$ cat src/hw/rtl/stbs_pkg.sv
package stbs_pkg;

  localparam int KEY_W   = 64;
  localparam int KIND_W  = 2;
  localparam int POS_W   = 8;
  localparam int OUT_W   = 16;

  typedef enum logic [KIND_W-1:0] {
    KIND_CLEAR  = 2'd0,
    KIND_APPEND = 2'd1,
    KIND_SEARCH = 2'd2
  } kind_t;

  typedef struct packed {
    logic load;
    logic clear;
    logic append;
    logic init;
    logic probe;
    logic compare;
    logic emit;
  } dp_cmd_t;

  typedef struct packed {
    kind_t kind;
    logic  range_empty;
    logic  key_eq;
    logic  out_free;
  } dp_status_t;

endpackage

$ cat src/hw/rtl/stbs_ctrl.sv
module stbs_ctrl (
  input  logic                 clk,
  input  logic                 rst,
  input  logic                 s_tvalid,
  output logic                 s_tready,
  input  stbs_pkg::dp_status_t stat,
  output stbs_pkg::dp_cmd_t    cmd
);

  typedef enum logic [2:0] {
    S_IDLE,
    S_EXEC,
    S_PROBE,
    S_CMP,
    S_DONE
  } state_t;

  state_t state;
  state_t state_next;

  always_ff @(posedge clk) begin
    if (rst) begin
      state <= S_IDLE;
    end else begin
      state <= state_next;
    end
  end

  assign s_tready = (state == S_IDLE);

  always_comb begin
    cmd        = '0;
    state_next = state;
    unique case (state)
      S_IDLE: begin
        if (s_tvalid) begin
          cmd.load   = 1'b1;
          state_next = S_EXEC;
        end
      end
      S_EXEC: begin
        unique case (stat.kind)
          stbs_pkg::KIND_CLEAR: begin
            cmd.clear  = 1'b1;
            state_next = S_DONE;
          end
          stbs_pkg::KIND_APPEND: begin
            cmd.append = 1'b1;
            state_next = S_DONE;
          end
          stbs_pkg::KIND_SEARCH: begin
            cmd.init   = 1'b1;
            state_next = S_PROBE;
          end
          default: begin
            state_next = S_DONE;
          end
        endcase
      end
      S_PROBE: begin
        if (stat.range_empty) begin
          state_next = S_DONE;
        end else begin
          cmd.probe  = 1'b1;
          state_next = S_CMP;
        end
      end
      S_CMP: begin
        cmd.compare = 1'b1;
        state_next  = stat.key_eq ? S_DONE : S_PROBE;
      end
      S_DONE: begin
        if (stat.out_free) begin
          cmd.emit   = 1'b1;
          state_next = S_IDLE;
        end
      end
      default: begin
        state_next = S_IDLE;
      end
    endcase
  end

endmodule

$ cat config.mk
export PLATFORM = sky130hd
export DESIGN_NAME = stbs_ctrl
export DESIGN_NICKNAME = d
export VERILOG_FILES = /design/src/hw/rtl/stbs_pkg.sv /design/src/hw/rtl/stbs_ctrl.sv
export SDC_FILE = /design/constraint.sdc
export NUM_CORES = 1
export LEC_CHECK = 0
export BUFFER_PORTS_ARGS = -buffer_cell sky130_fd_sc_hd__buf_2
export CORE_AREA = 3 3 40 42
export DETAILED_ROUTE_END_ITERATION = 8
export DIE_AREA = 0 0 43 45
export GPL_TIMING_DRIVEN = 1
export HOLD_SLACK_MARGIN = 0.15
export PLACE_DENSITY = 0.38
export SLEW_MARGIN = 20
export SYNTH_ARGS = -nofsm -noshare
export SYNTH_HDL_FRONTEND = slang
export SYNTH_SLANG_ARGS = --single-unit
$ cat constraint.sdc
create_clock -name clk -period 0.93 [get_ports clk]
set_input_delay 0.1395 -clock clk [delete_from_list [all_inputs] [get_ports clk]]
set_output_delay 0.1395 -clock clk [all_outputs]
set_load 0.02 [all_outputs]
**Word level (Yosys, flattened, before mapping)**

Index checks and enable logic that the tools add are counted.

- Register bits after elaboration: 3

- Eq/ne operators: 8
- Muxes and demuxes: 17
- Reduce and logical (&&, ||, !) cells: 3

Operators by type and width:

| cell | number |
|---|---|
| $mux W3 | 6 |
| $pmux W3 S5 | 1 |
| $mux W1 | 10 |
| $eq A3 B2 Y1 const B | 2 |
| $ne A2 B2 Y1 const B | 2 |
| $eq A3 B1 Y1 const B | 1 |
| $eq A3 B3 Y1 const B | 1 |
| $logic_not A3 Y1 | 1 |
| $eq A2 B1 Y1 const B | 1 |
| $eq A2 B2 Y1 const B | 1 |
| $logic_not A2 Y1 | 1 |
| $reduce_and A2 Y1 | 1 |

**Logic depth before layout (Yosys ltp)**

Gate-level depths: netlist (run 1).

- Word-level depth: 3
- Depth in mapped cells: 4
- Mapped depth without buffers: 3

**Worst setup path before layout (run 1)**

No wires, ideal clock.

- Path kind: register -> output
- From: register state[0]
- To: output cmd[4] in the netlist's numbering
- Arrival time: 1,317 ps
- Required time: 791 ps
- Path slack: -527 ps
- Cell stages (with the launch flop): 4
- Path buffers: 1
- Cells stage by stage: dfxtp_1 -> buf_2 -> nand2_1 -> nor4b_1

RTL lines:

| what | line | text |
|---|---|---|
| start, declared | stbs_ctrl.sv:18 | `state_t state;` |
| start signal, assigned | stbs_ctrl.sv:25 | `state <= state_next;` |
| end, declared | stbs_ctrl.sv:7 | `output stbs_pkg::dp_cmd_t cmd` |

==> results of run 1 <==
## final timing paths
check	from	endpoint	slack, ns	cells past startpoint
setup / recovery	state[1]$_SDFFE_PP0P_	cmd[0]	-0.38	3
hold / removal	s_tvalid	state[0]$_SDFFE_PP0P_	0.18	3
setup reg to reg	state[0]$_SDFFE_PP0P_	state[2]$_SDFFE_PP0P_	-0.37	4
hold reg to reg	state[2]$_SDFFE_PP0P_	state[1]$_SDFFE_PP0P_	0.59	2
## cell type report
class	count	area [um2]	area share, %
Timing Repair Buffer	29	230	35.7
Clock buffer	4	26.3	4.07
Sequential cell	3	71.3	11.0
Tap cell	15	18.8	2.91
Inverter	1	8.76	1.36
Multi-Input combinational cell	21	290	45.0
## layout by cell type (no fill, tap or decap), types with 2 or more instances in the layout
cell / instances
dfxtp_4: 3
nor4b_4: 2
clkbuf_4: 3
buf_4: 14
buf_2: 7
nor3_2: 2
buf_6: 8
nand2b_4: 2
nor3_4: 2
## power groups by stage
stage               Sequential (mW)  Clock (mW)  Combinational [mW]
floorplan                     0.148           0              0.0957
global route                  0.154       0.279               0.242
finish                        0.152       0.246               0.228
detailed placement            0.154           0               0.156
CTS                           0.152       0.257               0.199
global placement              0.153           0               0.155
## cell families (layout without fill, tap and decap cells)
| family | count (synthesis) | count (layout) | synth area share (%) |
|---|---|---|---|
| AO/OA/AOI/OAI | 4 | 4 | 12.6 |
| multiplexers | 1 | 1 | 4.57 |
| buffers and inverters | 3 | 34 | 7.43 |
| AND/OR/NAND/NOR | 16 | 16 | 48.0 |
| flip-flops | 3 | 3 | 27.4 |
## worst max-delay path, stage by stage (launching register included)
cell and delay [ns]:
dfxtp_4 0.37, buf_6 0.13, nor4b_4 0.25, buf_4 0.17
## through the flow
| step | instance area [um2] | instances | hold WS (ns) | setup TNS [ns] |
|---|---|---|---|---|
| floorplan | 305 | 27 | 0.209 | -0.402 |
| global placement | 444 | 64 | 0.424 | -1.22 |
| detailed placement | 444 | 64 | 0.422 | -1.39 |
| CTS | 579 | 70 | 0.169 | -3.29 |
| global route | 646 | 73 | 0.178 | -3.81 |
| finish | 646 | 73 | 0.184 | -3.18 |
## layer usage
layer | up-vias | GRT usage [%]
met1 | 158 | 11.0
met2 | 13 | 14.1
met5 | - | 0
met4 | 0 | 7.23
met3 | 2 | 8.37
li1 | 169 | -
## timing repair
| item | in CTS | in global routing |
|---|---|---|
| gates resized for setup | 24 | 8 |
| cloned | 0 | 0 |
| endpoints found under the hold margin | 0 | 0 |
| setup buffers | 2 | 3 |
| pin swaps | 3 | 3 |
| endpoints found under the setup margin | 11 | 11 |
==> impl_summary.log, run 1 <==
INFO  metric violations_in_the_final_reports = setup timing
INFO  metric initialDrtViolationCount = 2
INFO  metric finish.utilization = 50.2%
INFO  metric synth.ff_latch_count = 3
INFO  metric maxCapViolations = 0
INFO  metric ys_seq_area_share = 27.4%
INFO  metric report.final.slew_viol_count = 0
INFO  metric outcome = complete, but fails checks
INFO  metric largest_register_ffs = 3
INFO  metric crit_fanout = 7
INFO  metric required = 0.79 ns
INFO  metric timing.fmax = 766 MHz
INFO  metric die_height = 45 um
INFO  metric cts.htree.levels = 1
INFO  metric yosysMostFrequentCell = nor3_1
INFO  metric dpl.hpwl = 649 um
INFO  metric io_pins = 16
INFO  metric power-per-cell-area = 968 nW/um2
INFO  metric global_route_usage_sum = 10.5%
INFO  metric die_width = 43 um
INFO  metric yosysWarningCount = 0
INFO  metric skew = 0.00750 ns
INFO  metric pre_cts_setup_slack = -0.275 ns
INFO  metric post_route_cells_drive_above_1_share = 84.5%
INFO  metric routed-wl-met3 = 93 um
INFO  metric report.final.setup_viol = 11
INFO  metric cts_tree = done
INFO  metric synth.top_cell.area_share = 27.4%
INFO  metric syn_area_per_cell = 8.11 um2
INFO  metric reg.largest.list = state x3
INFO  metric ys.flop_type = dfxtp_1
INFO  metric ir_drop = 0.000431 V
INFO  metric wl_per_cell = 12.5 um
INFO  metric endpoint_kind = output port
INFO  metric via_count_of_the_first_global_routing_pass = 318
INFO  metric finalHoldViolations = 0
INFO  metric drt-vias-per-instance = 4.68
INFO  metric numCtsBuffers = 3
INFO  metric grt.overflow.total = 0
INFO  metric layout_setup_ws = -0.376 ns
INFO  metric maxUsedRoutingLayer = met4
INFO  metric clk_latency = 0.25 ns
INFO  metric layout_worst_path_cycle_share = 140%
INFO  metric numClockSinks = 3
INFO  metric netlist_area = 219 um2
INFO  metric nNetsFinal = 67
INFO  metric antenna_found_initial = 0
INFO  metric ctsHoldBuffers = 0
INFO  metric fp.coreArea = 1280 um2
INFO  metric share_clk_of_total_power = 39.3%
INFO  metric floorplan.initialDensity = 17.0%
INFO  metric num_antenna_cells = 0
INFO  metric grt_setup_unrepaired = true
INFO  metric synthCells = 27
INFO  metric ys_async_sr_fraction = 0%
INFO  metric swShare = 33.2%
INFO  metric synth_enable_flop_cells = 0
INFO  metric pin_count_of_the_biggest_net_entering_global_routing = 9
INFO  metric max-clock-path-buffers = 2
INFO  metric die_area = 1940 um2
INFO  metric crit_arrival = 1.17 ns
INFO  metric crit_path_start_kind = register
INFO  metric detail_route.first_pass.iterations = 2
INFO  metric antenna_violating_nets_post_route = 0
INFO  metric pwr-share-comb = 36.4%
INFO  metric detail_route.wirelength = 910 um
INFO  metric ctsRootBufferMaster = clkbuf_4
INFO  metric synth_fp_nets = 35
INFO  metric via_count = 342
INFO  metric leakagePower = 0.273 nW
INFO  metric netSwitchingPower = 208 uW
INFO  metric synth.largest_area_cell = dfxtp_1
INFO  metric synth_cell_type_count = 18
INFO  metric grt_first_pass_wirelength = 1.37 mm
INFO  metric timing_worst_slew_pin_value = 0.247 ns
INFO  metric std_cell_rows = 13
INFO  metric worstHoldPathType = in -> reg
INFO  metric met2WireLength = 448 um
INFO  metric io_buffer_count = 15
INFO  metric remaining_drc_errors = 0
INFO  metric clkSlewWorstSetupHoldPaths = 0.04 ns
INFO  metric largest-register = state
INFO  metric filler_cell_count = 131
INFO  metric synth_common_cells = nor3_1 (5), dfxtp_1 (3), nand2b_1 (3)
INFO  metric worstSetupPathType = reg -> out
INFO  metric place_congestion = 0.688
INFO  metric cellInternalPower = 417 uW
INFO  metric power.sequential.fraction = 24.3%
INFO  metric timing.slew.headroom = 83.5%
INFO  metric post-route-min-period = 1.31 ns
INFO  metric synth_area_leaders = dfxtp_1 (27%), nor3_1 (11%), nand2b_1 (8.6%), nor4b_1 (8.0%), mux2i_1 (4.6%)
INFO  metric total_power = 625 uW
INFO  metric syn2layout_area_growth = 195%
INFO  metric wl_met1 = 355 um
(Power assumes the default switching activity.)
==> run 2, diff against run 1 <==
==> constraint.sdc (replaced) <==
create_clock -name clk -period 0.93 [get_ports clk]
set_input_delay 0.093 -clock clk [delete_from_list [all_inputs] [get_ports clk]]
set_output_delay 0.093 -clock clk [all_outputs]
set_load 0.02 [all_outputs]
==> run 2 against run 1 <==
Against the previous run: the run still ends with setup timing left; combinational power is essentially flat; clock skew about the same; sequential share of layout area grew 0.51 points; critical path depth rose by 1; worst hold slack lost 0.028 ns; count of clock-buffer cells in the layout unchanged; via count decreased by 5.0%; utilization decreased by 3.9 points; register-to-register slack better by 0.08 ns; non-clock buffer count decreased by 5.
==> impl_summary.log, run 2 (same netlist as run 1, synthesis figures left out) <==
INFO  metric layout_worst_path_cycle_share = 133% (-7.4 points)
INFO  metric die_area = 1940 um2 (unchanged)
INFO  metric cts_tree = done
INFO  metric grt.overflow.total = 0 (unchanged)
INFO  metric layout.cells.most_common = buf_4
INFO  metric crit_path_start_kind = register
INFO  metric report.final.slew_viol_count = 0 (unchanged)
INFO  metric clkSlewWorstSetupHoldPaths = 0.04 ns (about the same)
INFO  metric wl_per_cell = 12.3 um (-1.5%)
INFO  metric ctsRootBufferMaster = clkbuf_4
INFO  metric pin_count_of_the_biggest_net_entering_global_routing = 10 (+1)
INFO  metric endpoint_kind = output port
INFO  metric timing.slew.headroom = 81.8% (-1.7 points)
INFO  metric initialDrtViolationCount = 1 (-1)
INFO  metric via_count_of_the_first_global_routing_pass = 354 (+11%)
INFO  metric worstSetupPathType = reg -> out
INFO  metric remaining_drc_errors = 0 (unchanged)
INFO  metric grt_most_used_layer = met2
INFO  metric io_pins = 16 (unchanged)
INFO  metric hold_path_depth = 3 (unchanged)
INFO  metric grtUsageMet1 = 10.3% (-0.67 points)
INFO  metric power-per-cell-area = 1020 nW/um2 (+5.5%)
INFO  metric antenna_violating_nets_post_route = 0 (unchanged)
INFO  metric global_route_usage_sum = 10.5% (+0.017 points)
INFO  metric nNetsFinal = 62 (-7.5%)
INFO  metric finalHoldViolations = 0 (unchanged)
INFO  metric skew = 0.00712 ns (-0.000378 ns)
INFO  metric hp-start = rst
INFO  metric maxCapViolations = 0 (unchanged)
INFO  metric crit_fanout = 7 (unchanged)
INFO  metric hold_ws = 0.156 ns (-0.0280 ns)
INFO  metric violations_in_the_final_reports = setup timing
INFO  metric dpl.hpwl = 590 um (-9.1%)
INFO  metric num_antenna_cells = 0 (unchanged)
INFO  metric syn2layout_area_growth = 172%
INFO  metric detail_route.wirelength = 835 um (-8.2%)
INFO  metric ir_drop = 0.000254 V (-41%)
INFO  metric gr-usage-met3 = 2.79% (-5.6 points)
INFO  metric reg2reg_depth = 4 (unchanged)
INFO  metric hold-path-endpoint = state[2]$_SDFFE_PP0P_
INFO  metric post-route-min-period = 1.24 ns (-0.0687 ns)
INFO  metric cts.htree.levels = 1 (unchanged)
INFO  metric global_route.usage.met2 = 18.3% (+4.2 points)
INFO  metric total_power = 609 uW (-2.7%)
INFO  metric leakagePower = 0.233 nW (-15%)
INFO  metric largest_register_ffs = 3 (unchanged)
INFO  metric crit_arrival = 1.14 ns (-0.03 ns)
INFO  metric outcome = complete, but fails checks
INFO  metric fp.coreArea = 1280 um2 (unchanged)
INFO  metric largest-register = state
INFO  metric antenna_found_initial = 0 (unchanged)
INFO  metric grt_setup_unrepaired = true
INFO  metric max-clock-path-buffers = 2 (unchanged)
INFO  metric report.final.setup_viol = 11 (unchanged)
INFO  metric std_cell_rows = 13 (unchanged)
INFO  metric reg.largest.list = state x3
INFO  metric place_congestion = 0.675 (-1.9%)
INFO  metric layout_setup_ws = -0.308 ns (+0.0687 ns)
INFO  metric numCtsBuffers = 3 (unchanged)
INFO  metric required = 0.84 ns (+0.05 ns)
INFO  metric critical_path.cell_chain = buf_12, nand2_8, nor4b_4, buf_4
INFO  metric clk_latency = 0.24 ns (about the same)
INFO  metric timing.rr.end = state[2]$_SDFFE_PP0P_
INFO  metric die_width = 43 um (unchanged)
INFO  metric reg2reg_setup_slack = -0.29 ns (+0.08 ns)
INFO  metric io_buffer_count = 15 (unchanged)
INFO  metric drt-vias-per-instance = 4.78 (+2.0%)
INFO  metric timing_worst_slew_pin_value = 0.270 ns (+0.0222 ns)
INFO  metric via_count = 325 (-5.0%)
INFO  metric floorplan.initialDensity = 17.0% (unchanged)
INFO  metric post_route_cells_drive_above_1_share = 77.4% (-7.1 points)
INFO  metric worstHoldPathType = in -> reg
INFO  metric detail_route.first_pass.iterations = 2 (unchanged)
INFO  metric max_stage_delay = 0.34 ns (-0.03 ns)
INFO  metric timing.critical_path.slowest_stage_cell = dfxtp_2
INFO  metric critical_path.reg2reg.startpoint = state[0]$_SDFFE_PP0P_
INFO  metric timing.fmax = 808 MHz (+5.5%)
INFO  metric die_height = 45 um (unchanged)
INFO  metric numClockSinks = 3 (unchanged)
INFO  metric layout.cells.most_common_list = buf_4 (8), buf_2 (7), buf_6 (7)
INFO  metric grt_first_pass_wirelength = 1.50 mm (+10%)
[run 2: changes by cell type in the layout (fill, tap and decap cells not counted), sizes merged]
cell / change
buf: -6
dlygate4sd3: +1
[run 2: how the worst max path moves through the flow]
stage / endpoint / slack (ns) / startpoint
final: cmd[4] / -0.31 / state[0]$_SDFFE_PP0P_
after floorplan: cmd[2] / -0.12 / state[0]$_SDFFE_PP0P_
after CTS: cmd[4] / -0.33 / state[0]$_SDFFE_PP0P_
after detailed placement: state[2]$_SDFFE_PP0P_ / -0.20 / state[0]$_SDFFE_PP0P_
after global routing: cmd[4] / -0.38 / state[0]$_SDFFE_PP0P_
after global placement: state[2]$_SDFFE_PP0P_ / -0.20 / state[0]$_SDFFE_PP0P_
[run 2: cell type report]
class                           count  area [um2]
Clock buffer                        4        26.3
Fill cell                         124         689
Inverter                            1        6.26
Multi-Input combinational cell     21         272
Sequential cell                     3        68.8
Tap cell                           15        18.8
Timing Repair Buffer               24         204
[run 2: timing repair]
| item | in CTS | in global routing |
|---|---|---|
| endpoints found under the hold margin | 3 | 0 |
| hold buffers | 1 | 0 |
| setup endpoints to repair | 11 | 11 |
| setup buffers | 2 | 0 |
| gates cloned | 0 | 0 |
| pin swaps | 4 | 3 |
| resized for setup | 23 | 7 |
[run 2: metrics by stage]
stage               worst slack [ns]  std cells  util (%)  setup TNS (ns)  cell area (um2)
floorplan                     -0.119         27         -          -0.618              292
global placement              -0.203         61      32.7           -1.21              420
detailed placement            -0.203         61      32.7           -1.23              420
CTS                           -0.325         68      43.8           -2.78              563
global route                  -0.383         68      46.3           -3.20              596
finish                        -0.308         68      46.3           -2.55              596
[run 2: per-layer routing]
layer  up-vias  part of all wire [%]
met1       151                    35
met5         -                     0
met2        14                    54
met4         0                   2.0
met3         2                   8.3
li1        158                     -
[run 2: power breakdown]
part,switching [mW],internal [mW]
sequential,0.0115,0.134
combinational,0.109,0.119
clock,0.0736,0.161
total,0.194,0.414
[run 2: worst max-delay path, delay by kind of cell (launching register included)]
family | cells | cell delay [ns]
simple gates | 2 | 0.26
buf+inv | 2 | 0.30
flops | 1 | 0.34
